===== src/rtl/crc32fc_pkg.sv =====
// Shared types, constants and the byte-wide CRC-32 update for the frame block.
// No dependencies.
package crc32fc_pkg;

   localparam int BYTE_W     = 8;
   localparam int CRC_W      = 32;
   localparam int CSR_DATA_W = 32;
   localparam int CSR_ADDR_W = 3;
   localparam int CSR_IDX_W  = CSR_ADDR_W - 2;

   localparam logic [CRC_W-1:0] CRC_POLY = 32'hEDB8_8320;
   localparam logic [CRC_W-1:0] CRC_INIT = 32'hFFFF_FFFF;

   localparam logic [CSR_IDX_W-1:0] REG_OPERATION_MODE = '0;

   typedef enum logic {
      MODE_CHECK = 1'b0,
      MODE_SEAL  = 1'b1
   } mode_type;

   // Input stage contents handed to the frame logic.
   typedef struct packed {
      logic              valid;
      logic [BYTE_W-1:0] data_byte;
   } stage_type;

   // Reflected CRC-32, one byte per call (eight shift/xor steps).
   function automatic logic [CRC_W-1:0] crc_byte_update(input logic [CRC_W-1:0] crc,
                                                        input logic [BYTE_W-1:0] b);
      logic [CRC_W-1:0] c;
      c = crc ^ {{(CRC_W-BYTE_W){1'b0}}, b};
      for (int k = 0; k < BYTE_W; k++) begin
         c = (c >> 1) ^ (c[0] ? CRC_POLY : '0);
      end
      return c;
   endfunction

endpackage


===== src/rtl/crc32fc_if.sv =====
// Valid/ready channel interfaces for the request and response sides.
// Depends on crc32fc_pkg.
interface crc32fc_req_if;
   import crc32fc_pkg::*;
   logic              valid;
   logic              ready;
   logic [BYTE_W-1:0] data_byte;

   modport source (output valid, output data_byte, input ready);
   modport sink   (input valid, input data_byte, output ready);
endinterface

interface crc32fc_rsp_if;
   import crc32fc_pkg::*;
   logic              valid;
   logic              ready;
   logic [BYTE_W-1:0] out_byte;
   logic              frame_end;
   logic              frame_ok;

   modport source (output valid, output out_byte, output frame_end, output frame_ok,
                   input ready);
   modport sink   (input valid, input out_byte, input frame_end, input frame_ok,
                   output ready);
endinterface


===== src/rtl/crc32fc_csr.sv =====
// APB-style register port holding operation_mode.
// Depends on crc32fc_pkg.
module crc32fc_csr (
   input  logic                                clock,
   input  logic                                reset,
   input  logic                                csr_psel,
   input  logic                                csr_penable,
   input  logic                                csr_pwrite,
   input  logic [crc32fc_pkg::CSR_ADDR_W-1:0]  csr_paddr,
   input  logic [crc32fc_pkg::CSR_DATA_W-1:0]  csr_pwdata,
   output logic [crc32fc_pkg::CSR_DATA_W-1:0]  csr_prdata,
   output logic                                csr_pready,
   output crc32fc_pkg::mode_type               mode
);
   import crc32fc_pkg::*;

   logic [CSR_IDX_W-1:0] reg_idx;
   logic                 wr_en;
   mode_type             mode_ff;
   mode_type             mode_in;

   assign reg_idx    = csr_paddr[CSR_ADDR_W-1:2];
   assign csr_pready = 1'b1;
   assign wr_en      = csr_psel && csr_penable && csr_pwrite && csr_pready;
   assign mode       = mode_ff;

   always_comb begin
      mode_in = mode_ff;
      if (wr_en && (reg_idx == REG_OPERATION_MODE)) begin
         mode_in = mode_type'(csr_pwdata[0]);
      end
   end

   always_comb begin
      case (reg_idx)
         REG_OPERATION_MODE: csr_prdata = {{(CSR_DATA_W-1){1'b0}}, mode_ff};
         default:            csr_prdata = '0;
      endcase
   end

   always_ff @(posedge clock) begin
      if (reset) begin
         mode_ff <= MODE_CHECK;
      end else begin
         mode_ff <= mode_in;
      end
   end

endmodule


===== src/rtl/crc32fc_in_stage.sv =====
// Input register: captures one request item, frees itself when the frame logic takes it.
// Depends on crc32fc_pkg and crc32fc_req_if.
module crc32fc_in_stage (
   input  logic                   clock,
   input  logic                   reset,
   crc32fc_req_if.sink            req_chan,
   input  logic                   take,
   output crc32fc_pkg::stage_type stage
);
   import crc32fc_pkg::*;

   logic              valid_ff;
   logic              valid_in;
   logic [BYTE_W-1:0] byte_ff;
   logic              load;

   assign req_chan.ready = !valid_ff || take;
   assign load           = req_chan.valid && req_chan.ready;

   always_comb begin
      valid_in = valid_ff;
      if (load) begin
         valid_in = 1'b1;
      end else if (take) begin
         valid_in = 1'b0;
      end
   end

   assign stage.valid     = valid_ff;
   assign stage.data_byte = byte_ff;

   always_ff @(posedge clock) begin
      if (reset) begin
         valid_ff <= 1'b0;
      end else begin
         valid_ff <= valid_in;
      end
   end

   // Payload needs no reset.
   always_ff @(posedge clock) begin
      if (load) begin
         byte_ff <= req_chan.data_byte;
      end
   end

endmodule


===== src/rtl/crc32fc_frame.sv =====
// Frame state (CRC, position, first-byte match) and the response register.
// Depends on crc32fc_pkg and crc32fc_rsp_if.
module crc32fc_frame #(
   parameter int FRAME_LEN = 64
) (
   input  logic                   clock,
   input  logic                   reset,
   input  crc32fc_pkg::stage_type stage,
   input  crc32fc_pkg::mode_type  mode,
   output logic                   take,
   crc32fc_rsp_if.source          rsp_chan
);
   import crc32fc_pkg::*;

   localparam int             POS_W    = $clog2(FRAME_LEN);
   localparam logic [POS_W-1:0] POS_CRC0 = POS_W'(FRAME_LEN - 2);

   logic [CRC_W-1:0]  crc_ff, crc_in;
   logic [POS_W-1:0]  pos_ff, pos_in;
   logic              first_ff, first_in;
   logic              rsp_valid_ff, rsp_valid_in;
   logic [BYTE_W-1:0] out_byte_ff, out_byte_in;
   logic              frame_end_ff, frame_end_in;
   logic              frame_ok_ff, frame_ok_in;
   logic [CRC_W-1:0]  crc_fin;
   logic              seal;

   assign take    = stage.valid && (!rsp_valid_ff || rsp_chan.ready);
   assign crc_fin = ~crc_ff;
   assign seal    = (mode == MODE_SEAL);

   always_comb begin
      crc_in       = crc_ff;
      pos_in       = pos_ff;
      first_in     = first_ff;
      out_byte_in  = stage.data_byte;
      frame_end_in = 1'b0;
      frame_ok_in  = 1'b0;
      if (pos_ff < POS_CRC0) begin
         // payload byte: fold into the CRC
         crc_in = crc_byte_update(crc_ff, stage.data_byte);
         pos_in = pos_ff + 1'b1;
      end else if (pos_ff == POS_CRC0) begin
         // first CRC slot: low byte
         if (seal) begin
            out_byte_in = crc_fin[7:0];
            first_in    = 1'b0;
         end else begin
            first_in = (stage.data_byte == crc_fin[7:0]);
         end
         pos_in = pos_ff + 1'b1;
      end else begin
         // last byte: CRC bits 15:8, close the frame
         frame_end_in = 1'b1;
         if (seal) begin
            out_byte_in = crc_fin[15:8];
         end else begin
            frame_ok_in = first_ff && (stage.data_byte == crc_fin[15:8]);
         end
         crc_in   = CRC_INIT;
         pos_in   = '0;
         first_in = 1'b0;
      end
   end

   always_comb begin
      rsp_valid_in = rsp_valid_ff;
      if (take) begin
         rsp_valid_in = 1'b1;
      end else if (rsp_chan.ready) begin
         rsp_valid_in = 1'b0;
      end
   end

   always_ff @(posedge clock) begin
      if (reset) begin
         crc_ff       <= CRC_INIT;
         pos_ff       <= '0;
         first_ff     <= 1'b0;
         rsp_valid_ff <= 1'b0;
      end else begin
         rsp_valid_ff <= rsp_valid_in;
         if (take) begin
            crc_ff   <= crc_in;
            pos_ff   <= pos_in;
            first_ff <= first_in;
         end
      end
   end

   always_ff @(posedge clock) begin
      if (take) begin
         out_byte_ff  <= out_byte_in;
         frame_end_ff <= frame_end_in;
         frame_ok_ff  <= frame_ok_in;
      end
   end

   assign rsp_chan.valid     = rsp_valid_ff;
   assign rsp_chan.out_byte  = out_byte_ff;
   assign rsp_chan.frame_end = frame_end_ff;
   assign rsp_chan.frame_ok  = frame_ok_ff;

endmodule


===== src/rtl/crc32_frame_check_and_seal.sv =====
// Top level of the CRC-32 frame checker/sealer: input register, frame logic, registers.
// Depends on crc32fc_pkg, crc32fc_if, crc32fc_csr, crc32fc_in_stage, crc32fc_frame.
//
//   Channel    Direction  Handshake          Payload
//   req_chan   in         valid/ready        data_byte[7:0]
//   rsp_chan   out        valid/ready        out_byte[7:0], frame_end, frame_ok
//   csr_*      in         APB write/read     operation_mode (bit 0 at address 0)
//
// One item per clock sustained while rsp_chan is ready. An accepted item passes
// the input register, then the response register, before it shows on rsp_chan.
// The byte-wide CRC update between those two registers sets the clock-to-clock
// path.
// Reset (synchronous, active high) clears mode to check, the CRC to all ones,
// the byte position to zero and both valid flags.
// A stall on rsp_chan holds the input register and, once it is full, lowers
// req_chan.ready; no item is dropped or repeated.
module crc32_frame_check_and_seal #(
   parameter int FRAME_LEN = 64
) (
   input  logic                               clock,
   input  logic                               reset,
   crc32fc_req_if.sink                        req_chan,
   crc32fc_rsp_if.source                      rsp_chan,
   input  logic                               csr_psel,
   input  logic                               csr_penable,
   input  logic                               csr_pwrite,
   input  logic [crc32fc_pkg::CSR_ADDR_W-1:0] csr_paddr,
   input  logic [crc32fc_pkg::CSR_DATA_W-1:0] csr_pwdata,
   output logic [crc32fc_pkg::CSR_DATA_W-1:0] csr_prdata,
   output logic                               csr_pready
);
   import crc32fc_pkg::*;

   mode_type  mode;
   stage_type stage;
   logic      take;

   // Register port: operation_mode, sampled by the frame logic on every item.
   crc32fc_csr u_csr (
      .clock       (clock),
      .reset       (reset),
      .csr_psel    (csr_psel),
      .csr_penable (csr_penable),
      .csr_pwrite  (csr_pwrite),
      .csr_paddr   (csr_paddr),
      .csr_pwdata  (csr_pwdata),
      .csr_prdata  (csr_prdata),
      .csr_pready  (csr_pready),
      .mode        (mode)
   );

   // Hold the incoming byte until the frame logic can retire it.
   crc32fc_in_stage u_in_stage (
      .clock    (clock),
      .reset    (reset),
      .req_chan (req_chan),
      .take     (take),
      .stage    (stage)
   );

   // Advance the CRC and position; load the response register.
   crc32fc_frame #(
      .FRAME_LEN (FRAME_LEN)
   ) u_frame (
      .clock    (clock),
      .reset    (reset),
      .stage    (stage),
      .mode     (mode),
      .take     (take),
      .rsp_chan (rsp_chan)
   );

endmodule


===== src/flat_wrapper.sv =====
// flat-port wrapper written by rule: the top's interface ports become plain ports
module crc32_frame_check_and_seal_flat import crc32fc_pkg::*;
#(
   parameter int FRAME_LEN = 64
)
  (clock, reset, csr_psel, csr_penable, csr_pwrite, csr_paddr, csr_pwdata, csr_prdata, csr_pready, req_chan_valid, req_chan_data_byte, req_chan_ready, rsp_chan_valid, rsp_chan_out_byte, rsp_chan_frame_end, rsp_chan_frame_ok, rsp_chan_ready);
  crc32fc_req_if req_chan_i ();
  crc32fc_rsp_if rsp_chan_i ();
  input  logic clock;
  input  logic reset;
  input  logic csr_psel;
  input  logic csr_penable;
  input  logic csr_pwrite;
  input  logic [crc32fc_pkg::CSR_ADDR_W-1:0] csr_paddr;
  input  logic [crc32fc_pkg::CSR_DATA_W-1:0] csr_pwdata;
  output logic [crc32fc_pkg::CSR_DATA_W-1:0] csr_prdata;
  output logic csr_pready;
  input wire logic [$bits(req_chan_i.valid)-1:0] req_chan_valid;
  input wire logic [$bits(req_chan_i.data_byte)-1:0] req_chan_data_byte;
  output wire logic [$bits(req_chan_i.ready)-1:0] req_chan_ready;
  output wire logic [$bits(rsp_chan_i.valid)-1:0] rsp_chan_valid;
  output wire logic [$bits(rsp_chan_i.out_byte)-1:0] rsp_chan_out_byte;
  output wire logic [$bits(rsp_chan_i.frame_end)-1:0] rsp_chan_frame_end;
  output wire logic [$bits(rsp_chan_i.frame_ok)-1:0] rsp_chan_frame_ok;
  input wire logic [$bits(rsp_chan_i.ready)-1:0] rsp_chan_ready;
  assign req_chan_i.valid = req_chan_valid;
  assign req_chan_i.data_byte = req_chan_data_byte;
  assign req_chan_ready = req_chan_i.ready;
  assign rsp_chan_valid = rsp_chan_i.valid;
  assign rsp_chan_out_byte = rsp_chan_i.out_byte;
  assign rsp_chan_frame_end = rsp_chan_i.frame_end;
  assign rsp_chan_frame_ok = rsp_chan_i.frame_ok;
  assign rsp_chan_i.ready = rsp_chan_ready;
  crc32_frame_check_and_seal #(.FRAME_LEN(FRAME_LEN)) u_core (.clock(clock), .reset(reset), .req_chan(req_chan_i), .rsp_chan(rsp_chan_i), .csr_psel(csr_psel), .csr_penable(csr_penable), .csr_pwrite(csr_pwrite), .csr_paddr(csr_paddr), .csr_pwdata(csr_pwdata), .csr_prdata(csr_prdata), .csr_pready(csr_pready));
endmodule

===== config.mk =====
export PLATFORM = sky130hd
export DESIGN_NAME = crc32_frame_check_and_seal_flat
export DESIGN_NICKNAME = d
export VERILOG_FILES = /design/src/rtl/crc32fc_pkg.sv /design/src/rtl/crc32fc_if.sv /design/src/rtl/crc32fc_csr.sv /design/src/rtl/crc32fc_in_stage.sv /design/src/rtl/crc32fc_frame.sv /design/src/rtl/crc32_frame_check_and_seal.sv /design/src/flat_wrapper.sv
export SDC_FILE = /design/constraint.sdc
export NUM_CORES = 1
export LEC_CHECK = 0
export ABC_CLOCK_PERIOD_IN_PS = 4600
export BUFFER_PORTS_ARGS = -buffer_cell sky130_fd_sc_hd__buf_2
export CAP_MARGIN = 20
export CORE_MARGIN = 2
export CORE_UTILIZATION = 39
export CTS_BUF_LIST = sky130_fd_sc_hd__clkbuf_2
export CTS_CLUSTER_DIAMETER = 100
export DETAILED_ROUTE_END_ITERATION = 8
export GPL_TIMING_DRIVEN = 0
export PLACE_DENSITY = 0.73
export SYNTH_ARGS = -nofsm -noshare
export SYNTH_HDL_FRONTEND = slang
export SYNTH_SLANG_ARGS = --single-unit
export TNS_END_PERCENT = 10

===== constraint.sdc =====
create_clock -name clock -period 4.6 [get_ports clock]
set_input_delay 1.15 -clock clock [delete_from_list [all_inputs] [get_ports clock]]
set_output_delay 1.15 -clock clock [all_outputs]
set_load 0.005 [all_outputs]

# == Yosys cells after proc, flatten, opt, wreduce, memory -nomap -nowiden ==
# Cells that the tools add are included.
# totals
ff_bits,60
output_inout_bits,45
input_bits,50
elab_cells,67
# op_classes
n_addsub,1
n_reduce_logical,15
bitwise,12
muxes,24
eq_ne,4
order_cmp,1
# ops
operator,count
32-bit two-way mux,10
31-bit by 32-bit XOR with 32-bit output,8
8-bit two-way mux,4
32-bit by 8-bit XOR with 32-bit output,1
8-bit equality test,2
16-bit NOT,1
6-bit two-way mux,2
1-bit two-way mux,8
6-bit by 1-bit adder with 6-bit output (second input constant),1
6-bit equality test (second input constant),1
1-bit logical AND,6
6-bit less-than comparator (second input constant),1
2-bit AND reduction,2
2-bit nonzero test,2
3-bit OR reduction,1
1-bit zero test,2
1-bit logical OR,2
2-bit inequality test (second input constant),1
1-bit NOT,2

# == Longest topological paths before layout ==
# Gate-level depths: netlist of the first run.
# depth
depth_word,18
depth_mapped,7
mapped_depth_nobuf,7

# == Modules after synthesis ==
# A second synthesis of the first run with hierarchy kept.
# unflattened
hier_cells,319
area_unflattened_um2,3457.1
# by_module_without_submodules
mod,seq_area_each_um2,area_per_inst_um2,instances,cells_each
crc32fc_frame,1101.1,2845.2,1,265
crc32fc_csr,20.0,309.0,1,40
crc32fc_in_stage,260.2,302.8,1,14

# == Worst setup path before layout of the first run ==
# No wires, ideal clock.
# synth_path
kind,input-to-output
start,input rsp_chan_ready
end,output req_chan_ready
cell_stages,2
t_arrival_ns,1.513
path_slack_ns,1.937
n_path_buf,0
required_ns,3.450
path_cell_list,nor2b_1 > nand2_1
# synth_between
elab_chain_len,3
# synth_rtl
item,line_no,source
from (decl),flat_wrapper.sv:25,input wire logic [$bits(rsp_chan_i.ready)-1:0] rsp_chan_ready;
1-bit logical OR,crc32fc_frame.sv:28,assign take = stage.valid && (!rsp_valid_ff || rsp_chan.ready);
1-bit logical AND,crc32fc_frame.sv:28,
1-bit logical OR,crc32fc_in_stage.sv:17,assign req_chan.ready = !valid_ff || take;
to (decl),flat_wrapper.sv:20,output wire logic [$bits(req_chan_i.ready)-1:0] req_chan_ready;
# No other way between the ends.

# == Worst setup path after layout of the first run ==
# Ends and elaborated chain as after synthesis.

==> results of run 1 <==
layout by cell type, fill, tap and decap left out, types with 2 or more instances in the layout:
master	count
xor2_1	14
buf_4	32
o22ai_1	22
o21bai_1	2
xnor3_1	12
xor3_1	5
o21ai_0	10
nor2b_1	2
a31oi_1	4
nor2_1	20
buf_2	32
edfxtp_1	18
nand4_1	2
nand2_1	14
xnor2_4	3
clkbuf_2	11
inv_1	3
nand3_1	5
xor2_2	2
mux2_2	8
xnor2_1	32
nor4_1	2
conb_1	32
ha_1	3
clkbuf_1	9
nor3_1	5
xnor2_2	7
a21oi_1	4
dfxtp_1	42
nand2b_1	26
or2_2	4
clkinv_2	3
a211oi_1	2
critical path, delay by kind of cell:
kind / cells / cell delay [ns]
buf+inv: 2 / 0.24
simple gates: 2 / 0.42
worst paths after layout:
path / start / to / slack, ns / depth (start not counted)
worst min register to register: u_core.u_frame.first_ff$_SDFFE_PP0P_ / u_core.u_frame.first_ff$_SDFFE_PP0P_ / 0.48 / 2
worst min-delay path: u_core.u_frame.first_ff$_SDFFE_PP0P_ / u_core.u_frame.first_ff$_SDFFE_PP0P_ / 0.48 / 2
worst max register to register: u_core.u_in_stage.byte_ff[4]$_DFFE_PP_ / u_core.u_frame.first_ff$_SDFFE_PP0P_ / 2.40 / 6
worst max-delay path: rsp_chan_ready / req_chan_ready / 1.64 / 4
power by group through the flow:
stage	Combinational, W	Sequential [W]	Clock, W
after floorplan	0.000671	0.000673	0
after global placement	0.000770	0.000686	0
after detailed placement	0.000782	0.000689	0
after CTS	0.000787	0.000677	0.000258
after global routing	0.000861	0.000685	0.000286
final	0.000789	0.000678	0.000254
registers in the layout (all words and copies together), names as in the netlist:
signal and count:
u_core.u_frame.first_ff 1, u_core.u_in_stage.valid_ff 1, u_core.u_frame.rsp_chan.frame_end 1, u_core.u_in_stage.byte_ff 8, u_core.u_csr.mode 1, u_core.u_frame.pos_ff 6, u_core.u_frame.rsp_chan.frame_ok 1, u_core.u_frame.rsp_chan.valid 1
u_core.u_frame.rsp_chan.out_byte 8, u_core.u_frame.crc_ff 32
layout make-up:
| cell class | count | area, um2 |
|---|---|---|
| fill | 862 | 5030 |
| sequential | 60 | 1380 |
| inverter | 3 | 11.3 |
| tap | 111 | 139 |
| clock inverter | 4 | 18.8 |
| multi-input combinational | 253 | 2030 |
| clock buffer | 11 | 55.1 |
| buffer | 45 | 293 |
| timing repair buffer | 30 | 156 |
routing by layer:
layer  wire length, um  global-route usage
met5                 0                   0
met3               285              0.0320
met2              3220               0.233
met4               190              0.0706
met1              3250               0.188
cell families (layout without fill, tap and decap cells):
| group | count (synthesis) | after routing |
|---|---|---|
| XOR/XNOR | 75 | 75 |
| multiplexers | 9 | 9 |
| AO/OA/AOI/OAI | 47 | 47 |
| other | 2 | 32 |
| AND/OR/NAND/NOR | 87 | 87 |
| flip-flops | 60 | 60 |
| adder cells (fa/ha/maj) | 3 | 3 |
| buffers and inverters | 48 | 93 |
per-stage QoR:
step | total power (W) | setup slack (ns) | instance area (um2) | hold WS (ns) | cells
floorplan | 0.00134 | 1.94 | 3710 | 0.441 | 361
global placement | 0.00146 | 1.65 | 4000 | 0.452 | 501
detailed placement | 0.00147 | 1.64 | 4000 | 0.461 | 501
CTS | 0.00172 | 1.64 | 4070 | 0.477 | 516
global route | 0.00183 | 1.56 | 4080 | 0.512 | 517
finish | 0.00172 | 1.64 | 4080 | 0.476 | 517
==> summary.txt, run 1 <==
Run status
  • Status: completed

Critical path
  • CP Capture Type: primary output
  • Critical path launch point type: primary input
  • CP Class: primary input to primary output
  • Peak per-stage delay on the critical path: 0.31 ns
  • Slowest CP cell: nor2b_1
  • Worst EP arrival: 1.81 ns
  • CP Max Fanout: 6
  • Req. time, crit path: 3.45 ns
  • CP dominant cell by count: buf_2
  • Cells along the critical path: buf_2 > nor2b_1 > nand2_1 > buf_2

Timing
  • Period utilisation layout: 0.644
  • Setup_tns: 0 ns
  • Fmax: 338 MHz
  • RSZ-0062 raised after global routing: false
  • Hold Vio Cnt, Final: 0
  • Setup violators final: 0
  • Final Max Tran Viols: 0
  • Clock skew: 0.0286 ns
  • Tmin final: 2.96 ns
  • Worst slew pin tran: 0.699 ns
  • Max-slew headroom: 0.531

Clock network
  • H-tree levels: 3
  • CTS Sinks: 60
  • Skew-Pair Late Insertion Delay: 0.46 ns
  • CTS root buf: clkbuf_2
  • Worst-path clk slew: 0.13 ns
  • CTS Buffer Depth: 2
  • Num CTS Buffers: 9
  • Gates resized, CTS repair: 0
  • CTS tree: yes
  • # hold bufs at CTS: 0
  • Post-CTS setup buffers: 0

Logic synthesis
  • Count leader, synth: dfxtp_1
  • Post-synthesis instance total: 331
  • Post-synthesis adder-cell area fraction: 0.0104
  • Synth Warn #: 0
  • Synthesized flop and latch total: 60
  • Mapped Area: 0.00360 mm2
  • Ys flop type: dfxtp_1
  • Unique masters post-synth: 43
  • Number of synthesized flops with an enable pin: 18
  • Post-Synth XOR/XNOR Area: 0.284
  • Syn_area_per_cell: 10.9 um2
  • Top-area cell type share of the netlist area: 0.234
  • Post-synth top area cell: dfxtp_1
  • Post-synthesis compound-gate area fraction: 0.0800
  • Seq/Total Area, Yosys: 0.384
  • Largest family of logic cells by synthesized area: XOR/XNOR gates
  • Post-synth top cells: dfxtp_1, buf_4, xnor2_1
  • Async set or reset register ratio after synthesis: 0
  • Post-synthesis mux area share: 0.0278
  • Post-Synth Simple-Gate Area: 0.128
  • Ranking of synthesized cells by area: dfxtp_1, edfxtp_1, xnor2_1

Final layout
  • Final net count: 455
  • Finished Core Util: 0.448
  • Share of cells above drive strength 1: 0.256
  • Layout area overhead: 13.4%
  • Antenna Cells: 0

Drt
  • Drt initial violations: 85
  • Post-route DRC: 0
  • Final ANT Viol Nets: 0
  • DR pass1 iterations: 4
  • Per-cell routed wire length: 13.4 um
  • Routed vias: 2392
  • Routed WL: 6940 um
  • Post-DR vias/cell: 4.63

GRT
  • Number of global-route vias before repair: 2267
  • GRT overflow: 0
  • Largest net degree at the start of global routing: 17
  • Initial antenna violation count: 0
  • First-pass GRT wire length: 11400 um
  • Total GRT Usage: 0.146

Floorplan
  • Core area: 0.00911 mm2
  • Die area: 0.0100 mm2
  • Starting density of the core: 0.395
  • Row count: 35
  • Die X: 100 um
  • Die Y: 100 um
  • Top Ports: 95

Hold path
  • Worst min path class: register to register

Power and ir drop
  • Sequential share of power: 0.394
  • Clock power frac: 0.148
  • Comb power frac: 0.459
  • Pwr dens: 422 mW/mm2
  • Net Sw Frac: 0.335
  • P_int: 0.00115 W
  • Leak: 1.77 nW
  • Max VDD drop: 0.137 mV
  • Net switching power: 0.000576 W

Placement
  • IO buf count: 29
  • DP HPWL: 5110 um
  • Final GP Congestion: 0.820

Run
  • Max Cap Viol: 0
(Power assumes the default switching activity.)
==> inputs of run 2 (changes only) <==
Settings changed: ABC_CLOCK_PERIOD_IN_PS 4600 to 2660, PLACE_DENSITY 0.73 to 0.75.
Clock period 4.6 ns to 2.66 ns, I/O delays scaled along.
==> run 2 against run 1 <==
- first-iteration DRC count increased by 12%
- die area unchanged
- hold slack got worse by 0.14 ns
- clock skew decreased by 0.0088 ns
- count of clock-buffer cells in the layout decreased by 1
- global-route usage increased by 0.072 points
- power increased by 80%
- clock power increased by 120%
- wire length increased by 1.8%
- design area increased by 0.77%
- critical path depth increased by 2
==> summary.txt, run 2 (same netlist as run 1, synthesis figures left out) <==
Final layout
  • Most frequent cells in the layout: dfxtp_1, buf_2, xnor2_1, buf_4, conb_1
  • Antenna Cells: 0
  • Share of cells above drive strength 1: 0.256
  • Most flops, register: u_core.u_frame.crc_ff
  • Non-Filler Instances: 518
  • Layout area overhead: 14.3%
  • Largest register FFs: 32
  • Final net count: 455
  • Commonest non-fill, non-tap cell in the layout: dfxtp_1

Run
  • Max Cap Viol: 0

Critical path
  • CP Class: register to register
  • Req. time, crit path: 3.11 ns
  • Worst EP arrival: 2.69 ns
  • Critical path launch point type: register
  • CP Max Fanout: 7
  • Peak per-stage delay on the critical path: 0.52 ns
  • Slowest CP cell: xor2_2
  • CP Capture Type: register
  • Cells along the critical path: xor2_2 > ha_1 > or3b_2 > nor4_1 > nand3_1 > a21oi_1

Timing
  • RSZ-0062 raised after global routing: false
  • Final Max Tran Viols: 0
  • Worst slew pin tran: 0.721 ns
  • Setup_tns: 0 ns
  • Hold Vio Cnt, Final: 0
  • Setup violators final: 0
  • Clock skew: 0.0198 ns
  • Fin Hold WS: 0.331 ns
  • Tmin final: 2.25 ns
  • Max-slew headroom: 0.517
  • Period utilisation layout: 0.845
  • Fmax: 445 MHz

GRT
  • Number of global-route vias before repair: 2287
  • Total GRT Usage: 0.147
  • GRT overflow: 0
  • First-pass GRT wire length: 11300 um
  • Largest net degree at the start of global routing: 17
  • Initial antenna violation count: 0

Placement
  • DP HPWL: 5280 um
  • IO buf count: 29
  • Final GP Congestion: 0.865
  • DP Cell Count: 501

Power and ir drop
  • Max VDD drop: 0.265 mV
  • Pwr dens: 753 mW/mm2
  • Leak: 1.78 nW

Hold path
  • Worst min path class: primary input to register

Drt
  • Per-cell routed wire length: 13.6 um
  • Routed WL: 7070 um
  • Post-route DRC: 0
  • Routed vias: 2482
  • Final ANT Viol Nets: 0
  • Drt initial violations: 95
  • DR pass1 iterations: 5
  • Post-DR vias/cell: 4.79

Clock network
  • Gates resized, CTS repair: 0
  • Worst-path clk slew: 0.17 ns
  • Num CTS Buffers: 9
  • CTS root buf: clkbuf_2
  • Skew-Pair Late Insertion Delay: 0.50 ns
  • CTS Buffer Depth: 2
  • CTS Sinks: 60
  • CTS tree: yes
  • H-tree levels: 3
  • Post-CTS setup buffers: 0
  • # hold bufs at CTS: 0

Floorplan
  • Die area: 0.0100 mm2
  • Top Ports: 95
  • Starting density of the core: 0.395
  • Die Y: 100 um
  • Row count: 35
  • Die X: 100 um
  • Core area: 0.00911 mm2

Run status
  • Status: completed
[run 2: report_power, final]
group	switching (W)	total, W	internal (W)
clock network	0.000344	0.000555	0.000211
registers	0.000114	0.00117	0.00106
logic	0.000566	0.00137	0.000805
total	0.00102	0.00310	0.00207
[run 2: routing by layer]
layer	share of wire	global-route usage
met5	0	0
met4	0.026	0.0769
met3	0.057	0.0341
met2	0.47	0.234
met1	0.44	0.185
[run 2: layout make-up]
type / instances / area [um2]
fillers: 852 / 5000
multi-input cells: 253 / 2030
flip-flops and latches: 60 / 1380
plain buffers: 45 / 293
repair buffers: 30 / 156
well taps: 111 / 139
clock inverters: 6 / 55.1
clock buffers: 10 / 50.0
inverters: 3 / 11.3
[run 2: stage by stage]
step	total power (W)	setup slack, ns	instance area, um2	utilization
2_1_floorplan	0.00232	0.733	3710	-
3_3_place_gp	0.00252	0.389	4000	0.439
3_5_place_dp	0.00256	0.324	4000	0.439
4_1_cts	0.00311	0.405	4100	0.450
5_1_grt	0.00326	0.249	4110	0.451
6_report	0.00310	0.412	4110	0.451
[run 2: path summary, 6_finish.rpt]
path / start / to / slack, ns / cells past startpoint
max: u_core.u_in_stage.byte_ff[4]$_DFFE_PP_ / u_core.u_frame.first_ff$_SDFFE_PP0P_ / 0.41 / 6
min: req_chan_data_byte[5] / u_core.u_in_stage.byte_ff[5]$_DFFE_PP_ / 0.33 / 1
max reg2reg: u_core.u_in_stage.byte_ff[4]$_DFFE_PP_ / u_core.u_frame.first_ff$_SDFFE_PP0P_ / 0.41 / 6
min reg2reg: u_core.u_frame.first_ff$_SDFFE_PP0P_ / u_core.u_frame.first_ff$_SDFFE_PP0P_ / 0.48 / 2
[run 2: worst max-delay path, delay by kind of cell, from the launching register on]
family / cells / cell delay (ns)
adder cells (fa/ha/maj): 1 / 0.28
flip-flops: 1 / 0.50
XOR/XNOR: 1 / 0.52
AO/OA/AOI/OAI: 1 / 0.14
AND/OR/NAND/NOR: 3 / 0.77
==> inputs of run 3 (changes only) <==
Settings changed: ABC_CLOCK_PERIOD_IN_PS 2660 to 1800.
Clock period 2.66 ns to 1.8 ns, I/O delays scaled along.
==> run 3 against run 2 <==
- maximum frequency is 12% higher
- critical path type unchanged
- highest routed layer unchanged
- first-iteration DRC count is 26% higher
- power is 74% higher
- global-route usage is 3.8 points higher
- the run now ends with negative setup slack left
- register-to-register slack worse by 0.62 ns
==> summary.txt, run 3 (same netlist as run 1, synthesis figures left out) <==
Final layout
  • Share of cells above drive strength 1: 0.398
  • Register Area: 0.00139 mm2
  • Most frequent cells in the layout: buf_4, dfxtp_1, conb_1
  • Multi-input logic area: 0.00226 mm2
  • Largest register FFs: 32
  • Final net count: 500
  • Antenna Cells: 0
  • Fillers: 764
  • Layout area overhead: 32.6%
  • Finished Core Util: 0.524
  • Commonest non-fill, non-tap cell in the layout: buf_4
  • Most flops, register: u_core.u_frame.crc_ff

Timing
  • Setup ws final: -0.212 ns
  • Fin Hold WS: 0.108 ns
  • Clock skew: 0.0408 ns
  • Final Max Tran Viols: 0
  • Setup_tns: -2.08 ns
  • RSZ-0062 raised after global routing: true
  • Hold Vio Cnt, Final: 0
  • Max-slew headroom: 0.507
  • Worst slew pin tran: 0.738 ns
  • Tmin final: 2.01 ns
  • Fmax: 497 MHz
  • Period utilisation layout: 1.12
  • Setup violators final: 20

Drt
  • Post-DR vias/cell: 4.87
  • Routed vias: 2740
  • DR pass1 iterations: 5
  • Drt initial violations: 120
  • Post-route DRC: 0
  • Routed WL: 9060 um
  • Per-cell routed wire length: 16.1 um
  • Final ANT Viol Nets: 0

GRT
  • GRT overflow: 0
  • Total GRT Usage: 0.184
  • Initial antenna violation count: 0
  • Number of global-route vias before repair: 2706
  • First-pass GRT wire length: 14000 um
  • Largest net degree at the start of global routing: 17

Critical path
  • CP Capture Type: register
  • CP Max Fanout: 3
  • Req. time, crit path: 2.18 ns
  • Critical path launch point type: register
  • CP Class: register to register
  • Reg-to-reg critical path startpoint: u_core.u_in_stage.byte_ff[2]$_DFFE_PP_
  • Cells along the critical path: xnor2_4 > buf_6 > buf_4 > xnor2_4 > xnor3_1 > nor2_1 > o21bai_1
  • Reg2reg path depth: 7
  • Worst r2r dst: u_core.u_frame.crc_ff[18]$_SDFFE_PP1P_
  • CP Launch Point: u_core.u_in_stage.byte_ff[2]$_DFFE_PP_
  • R2R setup slack: -0.21 ns
  • Worst EP arrival: 2.39 ns
  • Slowest CP cell: edfxtp_1
  • CP dominant cell by count: xnor2_4
  • Peak per-stage delay on the critical path: 0.53 ns

Clock network
  • CTS root buf: clkbuf_2
  • Num CTS Buffers: 9
  • CTS Sinks: 60
  • H-tree levels: 3
  • CTS Buffer Depth: 2
  • CTS tree: yes
  • Worst-path clk slew: 0.20 ns
  • Skew-Pair Late Insertion Delay: 0.50 ns

Floorplan
  • Core area: 0.00911 mm2
  • Die X: 100 um
  • Die Y: 100 um
  • Row count: 35
  • Top Ports: 95
  • Die area: 0.0100 mm2
  • Starting density of the core: 0.395

Placement
  • Final GP Congestion: 0.854
  • DP HPWL: 5510 um
  • IO buf count: 29

Run status
  • Status: finished with violations
  • Failing checks: negative setup slack

Hold path
  • Worst min path class: primary input to register
  • WHS Path Cells: 1
  • Hold path start: req_chan_data_byte[7]
  • Min-Delay Endpoint: u_core.u_in_stage.byte_ff[7]$_DFFE_PP_

Power and ir drop
  • Max VDD drop: 0.369 mV
  • Pwr dens: 1130 mW/mm2
  • Leak: 2.09 nW

Run
  • Max Cap Viol: 0
==> run 3: cell types whose count changed in the layout (fill, tap and decap cells not counted), sizes merged <==
cell,before,now
buf,66,112
inv,3,4
clkbuf,19,18
clkinv,4,3
==> run 3: timing repair <==
item                                    in CTS  in global routing
gates resized for setup                     45                 17
pin swaps                                   24                 13
endpoints found under the hold margin        0                  0
buffers inserted                            34                 12
hold buffers                                 0                  0
endpoints found under the setup margin      50                 39
==> run 3: metal layers <==
| metal | part of all wire | wire (um) | GRT usage |
|---|---|---|---|
| met5 | 0 | 0 | 0 |
| met4 | 0.037 | 334 | 0.0896 |
| met3 | 0.054 | 486 | 0.0341 |
| met2 | 0.51 | 4600 | 0.325 |
| met1 | 0.40 | 3640 | 0.216 |
==> run 3: final cells by class <==
cell class | count | share of cell area
clock inverter | 6 | 0.0118
timing repair buffer | 75 | 0.113
inverter | 3 | 0.00236
sequential | 60 | 0.291
multi-input combinational | 253 | 0.474
tap | 111 | 0.0291
buffer | 45 | 0.0679
clock buffer | 10 | 0.0105
==> run 3: stage by stage <==
step / setup WS, ns / area (um2) / std cells / power (W)
after floorplan: -0.100 / 3730 / 361 / 0.00345
after global placement: -0.413 / 4010 / 501 / 0.00373
after detailed placement: -0.540 / 4010 / 501 / 0.00379
after CTS: -0.176 / 4630 / 551 / 0.00509
after global routing: -0.253 / 4770 / 563 / 0.00565
final: -0.212 / 4770 / 563 / 0.00540
==> run 3: power breakdown <==
part	leakage, nW	switching [W]	internal [W]
combinational	1.50	0.00112	0.00168
sequential	0.520	0.000190	0.00156
clock	0.0718	0.000529	0.000316
total	2.09	0.00184	0.00356
==> run 3: worst max-delay path by stage <==
stage | to | slack (ns) | depth (start not counted)
3_3_place_gp | u_core.u_frame.first_ff$_SDFFE_PP0P_ | -0.41 | 6
5_1_grt | u_core.u_frame.crc_ff[26]$_SDFFE_PP1P_ | -0.25 | 6
3_5_place_dp | u_core.u_frame.first_ff$_SDFFE_PP0P_ | -0.54 | 6
2_1_floorplan | u_core.u_frame.crc_ff[16]$_SDFFE_PP1P_ | -0.10 | 5
4_1_cts | u_core.u_frame.crc_ff[17]$_SDFFE_PP1P_ | -0.18 | 6
6_report | u_core.u_frame.crc_ff[18]$_SDFFE_PP1P_ | -0.21 | 7
==> run 3: critical path: cells and delay by family, from the launching register on <==
family | cells | cell delay (ns)
flops | 1 | 0.53
compound gates | 1 | 0.09
simple gates | 1 | 0.19
buf+inv | 2 | 0.33
xor+xnor | 3 | 0.74
